==> src/sv/assert_macros.svh <==
// assertion helpers used by the rtl
`ifndef ASSERT_MACROS_SVH
`define ASSERT_MACROS_SVH

// same-cycle implication, disabled during reset
`define TSN_ASSERT_NOW(lbl, ante, cons) \
    lbl: assert property (@(posedge clk) disable iff (!rst_n) (ante) |-> (cons)) \
        else $error("tsn assertion failed");

// next-cycle implication, disabled during reset
`define TSN_ASSERT_NEXT(lbl, ante, cons) \
    lbl: assert property (@(posedge clk) disable iff (!rst_n) (ante) |=> (cons)) \
        else $error("tsn assertion failed");

`endif

==> src/sv/tsn_div.sv <==
`timescale 1ns / 1ps
`default_nettype none

// restoring divider, one quotient bit per cycle
module tsn_div #(
    parameter int NW = 64,
    parameter int DW = 32
) (
    input  wire logic          clk,
    input  wire logic          rst_n,
    input  wire logic          start,
    input  wire logic [NW-1:0] num,
    input  wire logic [DW-1:0] den,
    output logic               done,
    output logic [NW-1:0]      quot
);

    localparam int CNT_W = $clog2(NW + 1);

    logic             busy_reg, busy_next;
    logic             done_reg, done_next;
    logic [CNT_W-1:0] cnt_reg, cnt_next;
    logic [DW:0]      rem_reg, rem_next;
    logic [NW-1:0]    quo_reg, quo_next;
    logic [DW-1:0]    den_reg, den_next;
    logic [DW:0]      rem_sh;

    always_comb
    begin
        busy_next = busy_reg;
        done_next = 1'b0;
        cnt_next  = cnt_reg;
        rem_next  = rem_reg;
        quo_next  = quo_reg;
        den_next  = den_reg;
        rem_sh    = {rem_reg[DW-1:0], quo_reg[NW-1]};
        if (start)
        begin
            busy_next = 1'b1;
            cnt_next  = CNT_W'(NW);
            rem_next  = '0;
            quo_next  = num;
            den_next  = den;
        end
        else if (busy_reg)
        begin
            if (rem_sh >= {1'b0, den_reg})
            begin
                rem_next = rem_sh - {1'b0, den_reg};
                quo_next = {quo_reg[NW-2:0], 1'b1};
            end
            else
            begin
                rem_next = rem_sh;
                quo_next = {quo_reg[NW-2:0], 1'b0};
            end
            cnt_next = cnt_reg - CNT_W'(1);
            if (cnt_reg == CNT_W'(1))
            begin
                busy_next = 1'b0;
                done_next = 1'b1;
            end
        end
    end

    always_ff @(posedge clk or negedge rst_n)
    begin
        if (!rst_n)
        begin
            busy_reg <= 1'b0;
            done_reg <= 1'b0;
            cnt_reg  <= '0;
        end
        else
        begin
            busy_reg <= busy_next;
            done_reg <= done_next;
            cnt_reg  <= cnt_next;
        end
    end

    always_ff @(posedge clk)
    begin
        rem_reg <= rem_next;
        quo_reg <= quo_next;
        den_reg <= den_next;
    end

    assign done = done_reg;
    assign quot = quo_reg;

endmodule

`default_nettype wire

==> config.mk <==
export PLATFORM = sky130hd
export DESIGN_NAME = tsn_div
export DESIGN_NICKNAME = d
export VERILOG_FILES = /design/src/sv/assert_macros.svh /design/src/sv/tsn_div.sv
export SDC_FILE = /design/constraint.sdc
export NUM_CORES = 1
export LEC_CHECK = 0
export BUFFER_PORTS_ARGS = -buffer_cell sky130_fd_sc_hd__buf_2
export CAP_MARGIN = 5
export CORE_UTILIZATION = 23
export DETAILED_ROUTE_END_ITERATION = 7
export SLEW_MARGIN = 20
export SYNTH_ARGS = -nofsm -noshare
export SYNTH_HDL_FRONTEND = slang
export SYNTH_SLANG_ARGS = --single-unit
==> constraint.sdc <==
create_clock -name clk -period 3.84 [get_ports clk]
set_clock_uncertainty 0.1 [all_clocks]
set_input_delay 0.576 -clock clk [delete_from_list [all_inputs] [get_ports clk]]
set_output_delay 0.576 -clock clk [all_outputs]
set_load 0.05 [all_outputs]
==> reports/metrics.cfg, run 1 <==
[outcome]
status=finished, final reports clean

[yosys]
ys_types=61
syn-cell-area_mm2=0.007332
ys.flop_type=edfxtp_1
ys_seq_area_share_pct=51.13
synth_nets=784
yosys_warnings=0
synth_seq_cells=137
async_reset_ff_share_pct=6.569
synth_edf_count=96
syn_avg_cell_area_um2=11.28
synthCells=650

[placement]
io_buffers=163
dp_slack_ns=0.7403
place_congestion=0.8161
place_hpwl_um=12830
dp_cells=1190

[clock_tree]
cts_sinks=137
cts.clk_slew.worst_paths_ns=0.07
cts_buffers=17
cts-resized-gates=0
postCtsSetupRepairBufs=0
clockBufferDepth=2
htree_levels=4
cts_hold_buf=1
clock_latency_ns=0.43
cts_tree=yes
cts_root_buf=clkbuf_16

[timing]
fin_hold_ws_ns=0.2151
period_needed_ns=3.105
fin_crit_sh_pct=80.85
drv_slew=0
max_slew_margin_pct=41.03
grt_setup_unrepaired=no
fin_setup_tns_ns=0
finalHoldViolCount=0
worst_slew_pin_slew_ns=0.8846
max_freq_mhz=322.1
setup_viol_count_final=0
worst_slack_ns=0.7354

[grt]
grt_pass1_vias=5304
grt_use_total_pct=11.18
grt_max_degree=86
grt_pass1_wl_um=28410
grt.overflow.total=0
antenna_found_initial=0

[detailed_routing]
viasPerCell=4.419
wirelength_um=18080
wl_per_cell_um=14.78
post-route-drc-count=0
drt_first_pass_iters=4
first_iter_violations=274
vias=5404
drtAntennaViolNets=0

[setup_path]
crit_arrival_ns=3.34
cp_max_fo=3
critPathBufInv=1
path_class=flop to flop
crit_top_cell=a21oi_1
crit_chain=inv_1, ha_1, fa_1, nand2b_1, a21oi_1, o2111ai_1, a211o_1, a21oi_1, a21oi_1, xnor2_1, mux2i_1, a211oi_1
crit_required_ns=4.08
cp-end-kind=flop
crit_family=compound AO/OA/AOI/OAI gates
max_stage_delay_ns=0.40
crit_path_start_kind=flop
crit_slowest_cell=fa_1

[pwr]
peakVddDrop_uv=363.4
leakage_uw=0.003908
power.density_mw_per_mm2=697.7

[layout]
nets=942
fin_cells=1223
area_growth_pct=25.41
largest_reg_flops=64
drive_above_1_share_pct=33.25
antennaDiodeCount=0

[floorplanning]
die_h_um=180.5
ios=164
core_area_mm2=0.03147
rows=65
die-area_mm2=0.03260
initial_core_util_pct=23.30
die_w_um=180.5

[min_path]
min-delay-path-class=input pin to flop

[run]
drv_cap=0

## routing by layer
layer	track usage, %	wire (um)
met5	0	0
met4	4.650	299
met3	2.991	739
met2	17.94	8570
met1	14.14	8471
## per-stage QoR
stage / total power [uW] / cell area, um2 / utilization [%]
floorplan: 4172 / 7332 / -
global placement: 4664 / 8566 / 27.22
detailed placement: 4683 / 8566 / 27.22
CTS: 6486 / 9195 / 29.21
global route: 6834 / 9195 / 29.21
finish: 6415 / 9195 / 29.21
## cells in the mapped netlist, drive strengths merged (3+ instances only)
cell type	instances	share of area (%)
buf	9	0.85
ha	34	5.8
xnor2	21	2.5
edfxtp	96	39
o21a	4	0.41
nand3	6	0.41
a21oi	55	3.8
nor2	67	3.4
o21ai	24	1.6
nand2b	8	0.68
o211ai	5	0.51
dfrtp	9	3.1
nand4	6	0.51
a21o	11	1.1
clkbuf	22	1.1
nor3	8	0.68
a211oi	25	2.6
and3	4	0.34
xor2	13	1.6
mux2i	12	1.6
inv	41	2.1
a211o	4	0.48
o31ai	3	0.49
nor2b	5	0.43
mux2	64	9.8
dfxtp	32	8.7
nand2	28	1.5
a31oi	6	0.72
o22ai	3	0.26
## worst reg2reg max path: stages, from the launching register on
cell       delay [ns]
edfxtp_1         0.37
inv_1            0.05
ha_1             0.22
fa_1             0.40
nand2b_1         0.18
a21oi_1          0.22
o2111ai_1        0.25
a211o_1          0.33
a21oi_1          0.27
a21oi_1          0.13
xnor2_1          0.17
mux2i_1          0.09
a211oi_1         0.24
## final cells by class
cell class	instances	area, um2
well taps	402	503.0
flip-flops and latches	137	3749
clock buffers	19	442.9
repair buffers	170	885.9
clock inverters	13	176.4
multi-input cells	441	3284
fillers	3263	22280
inverters	41	153.9
## path summary, 6_finish.rpt
path | startpoint | to | slack (ns) | cells past startpoint
setup / recovery | quot[63] | rem_reg[26] | 0.74 | 12
hold reg to reg | rem_reg[1] | rem_reg[1] | 0.37 | 2
hold / removal | den[24] | den_reg[24] | 0.22 | 1
setup reg to reg | quot[63] | rem_reg[26] | 0.74 | 12
min in group asynchronous | rst_n | busy_reg | 0.44 | 2
max in group asynchronous | rst_n | cnt_reg[0] | 3.02 | 2
## cells by family (layout without fill, tap and decap cells)
family,after synthesis,in the layout,share of synthesized area (%)
adder cells (fa/ha/maj),35,35,6.075
AND/OR/NAND/NOR,142,142,9.045
XOR/XNOR,34,34,4.061
multiplexers,76,76,11.47
flip-flops,137,137,51.13
AO/OA/AOI/OAI,154,154,14.15
buffers and inverters,72,243,4.078
## power by group
| part | switching, uW | internal, uW | leakage [uW] |
|---|---|---|---|
| Combinational | 1570 | 981 | 0.00225 |
| Sequential | 200 | 1910 | 0.00136 |
| Clock | 656 | 1100 | 0.000300 |
## layout by cell type (no fill, tap or decap), drive strengths merged, types with 6 or more instances in the layout
master and n:
a211oi 25, a21o 11, a21oi 55, a31oi 6
buf 169, clkbuf 19, clkinv 7, dfrtp 9
dfxtp 32, edfxtp 96, ha 34, inv 41
mux2 64, mux2i 12, nand2 28, nand2b 8
nand3 6, nand4 6, nor2 67, nor3 8
o21ai 24, xnor2 21, xor2 13
Power figures use the tool's default switching activity.
==> run 2, diff against run 1 <==
clock period = 3 ns   (was 3.84 ns; I/O delays follow)
==> reports/metrics.cfg, run 2 (same netlist as run 1, synthesis figures left out) <==
[outcome]
status=finished, final reports clean  ; unchanged

[layout]
drive_above_1_share_pct=37.01  ; was 33.25%
area_growth_pct=27.70  ; was 25.41%
multi_input_comb_area_mm2=0.003383  ; was 0.003284 mm2
fillers=3259  ; was 3,263
final_common_cell=buf_2  ; unchanged
layout_common_cells=162 x buf_2, 96 x edfxtp_1, 65 x nor2_1  ; was 162 x buf_2, 96 x edfxtp_1, 67 x nor2_1
nets=956  ; was 942
regArea_mm2=0.003750  ; was 0.003749 mm2
fin_util_pct=29.75  ; was 29.21%
largest_reg_flops=64  ; unchanged
fin_cells=1238  ; was 1,223

[setup_path]
crit_path_start_kind=flop  ; unchanged
crit_slowest_cell=edfxtp_1  ; was fa_1
crit_arrival_ns=3.04  ; was 3.34 ns
path_class=flop to flop  ; unchanged
max_stage_delay_ns=0.36  ; was 0.40 ns
crit_chain=inv_1, ha_2, a211o_1, or2_1, o22ai_1, o31ai_4, a31oi_4, nor3_1, mux2_1, a221o_1  ; was inv_1, ha_1, fa_1, nand2b_1, a21oi_1, o2111ai_1, a211o_1, a21oi_1, a21oi_1, xnor2_1, mux2i_1, a211oi_1
cp-end-kind=flop  ; unchanged
cp_max_fo=7  ; was 3
crit_required_ns=3.21  ; was 4.08 ns

[timing]
period_needed_ns=2.830  ; was 3.105 ns
max_slew_margin_pct=50.32  ; was 41.03%
setup_viol_count_final=0  ; unchanged
fin_crit_sh_pct=94.34  ; was 80.85%
max_freq_mhz=353.3  ; was 322.1 MHz
finalHoldViolCount=0  ; unchanged
drv_slew=0  ; unchanged
fin_setup_tns_ns=0  ; unchanged
worst_slew_pin_slew_ns=0.7453  ; was 0.8846 ns
worst_slack_ns=0.1698  ; was 0.7354 ns

[floorplanning]
ios=164  ; unchanged
die_w_um=180.5  ; unchanged
die_h_um=180.5  ; unchanged
rows=65  ; unchanged
core_area_mm2=0.03147  ; unchanged
initial_core_util_pct=23.30  ; unchanged
die-area_mm2=0.03260  ; unchanged

[clock_tree]
cts_buffers=17  ; unchanged
clock_latency_ns=0.42  ; was 0.43 ns
cts_root_buf=clkbuf_16  ; unchanged
cts_sinks=137  ; unchanged
postCtsSetupRepairBufs=0  ; unchanged
cts.clk_slew.worst_paths_ns=0.07  ; about the same
clockBufferDepth=2  ; unchanged
cts_tree=yes  ; unchanged
htree_levels=4  ; unchanged

[detailed_routing]
viasPerCell=4.393  ; was 4.419
wl_per_cell_um=14.43  ; was 14.78 um
vias=5438  ; was 5,404
wirelength_um=17860  ; was 18,080 um
first_iter_violations=252  ; was 274
drt_first_pass_iters=4  ; unchanged
drtAntennaViolNets=0  ; unchanged
post-route-drc-count=0  ; unchanged

[grt]
grt_max_degree=60  ; was 86
grt_use_total_pct=11.13  ; was 11.18%
grt_pass1_wl_um=28350  ; was 28,410 um
grt.overflow.total=0  ; unchanged
antenna_found_initial=2  ; was 0
grt_pass1_vias=5329  ; was 5,304

[placement]
place_congestion=0.8320  ; was 0.8161
io_buffers=163  ; unchanged
place_hpwl_um=13020  ; was 12,830 um
dp_slack_ns=0.1410  ; was 0.7403 ns
dp_cells=1204  ; was 1,190

[run]
drv_cap=0  ; unchanged

[pwr]
peakVddDrop_uv=415.8  ; was 363.4 uV
finalPower_uw=8242  ; was 6415 uW
power.density_mw_per_mm2=880.3  ; was 697.7 mW/mm2
leakage_uw=0.003938  ; was 0.003908 uW

[min_path]
min-delay-path-class=input pin to flop  ; unchanged

-- run 2: final timing paths --
| path | endpoint | depth (start not counted) | from | slack, ns |
|---|---|---|---|---|
| max in group asynchronous | busy_reg | 2 | rst_n | 2.28 |
| worst min-delay path | den_reg[23] | 1 | den[23] | 0.09 |
| worst min register to register | rem_reg[1] | 2 | rem_reg[1] | 0.37 |
| worst max-delay path | rem_reg[31] | 10 | den_reg[22] | 0.17 |
| worst max register to register | rem_reg[31] | 10 | den_reg[22] | 0.17 |
| min in group asynchronous | cnt_reg[0] | 2 | rst_n | 0.32 |
-- run 2: final cells by class --
type / instances / share of cell area, %
Clock buffer: 18 / 4.584
Sequential cell: 137 / 40.05
Antenna cell: 1 / 0.02673
Multi-Input combinational cell: 441 / 36.14
Timing Repair Buffer: 184 / 10.72
Clock inverter: 14 / 1.470
Tap cell: 402 / 5.372
Inverter: 41 / 1.644
-- run 2: power breakdown --
| group | internal [uW] | switching, uW | leakage [uW] |
|---|---|---|---|
| clock network | 1160 | 879 | 0.000266 |
| logic | 1420 | 2070 | 0.00231 |
| registers | 2440 | 266 | 0.00136 |
-- run 2: layer usage --
layer  wire [um]  share of wire, %  vias up  global-route usage, %
met5          13             0.073        -                      0
met2        8659                48      115                  18.33
met4         156              0.87        2                  3.487
met1        8237                46     2580                  13.94
met3         795               4.5       12                  3.274
li1            -                 -     2729                      -
-- run 2: per-stage QoR --
stage	hold WS [ns]	cell area [um2]
after detailed placement	0.2125	8718
after global routing	0.06711	9363
after global placement	0.2148	8718
after CTS	0.06468	9295
after floorplan	0.05441	7366
final	0.09461	9363
-- run 2: critical path: cells and delay by family (launching register included) --
kind,cells,cell delay (ns)
adders and majority gates,1,0.33
DFF,1,0.36
AOI/OAI and AO/OA,5,1.21
and+or+nand+nor,2,0.29
muxes,1,0.32
buffers and inverters,1,0.10
-- run 2: timing repair --
item | CTS | global route
endpoints found under the setup margin | 0 | 23
resized for setup | 0 | 16
hold endpoints to repair | 9 | 0
hold buffers | 1 | 0
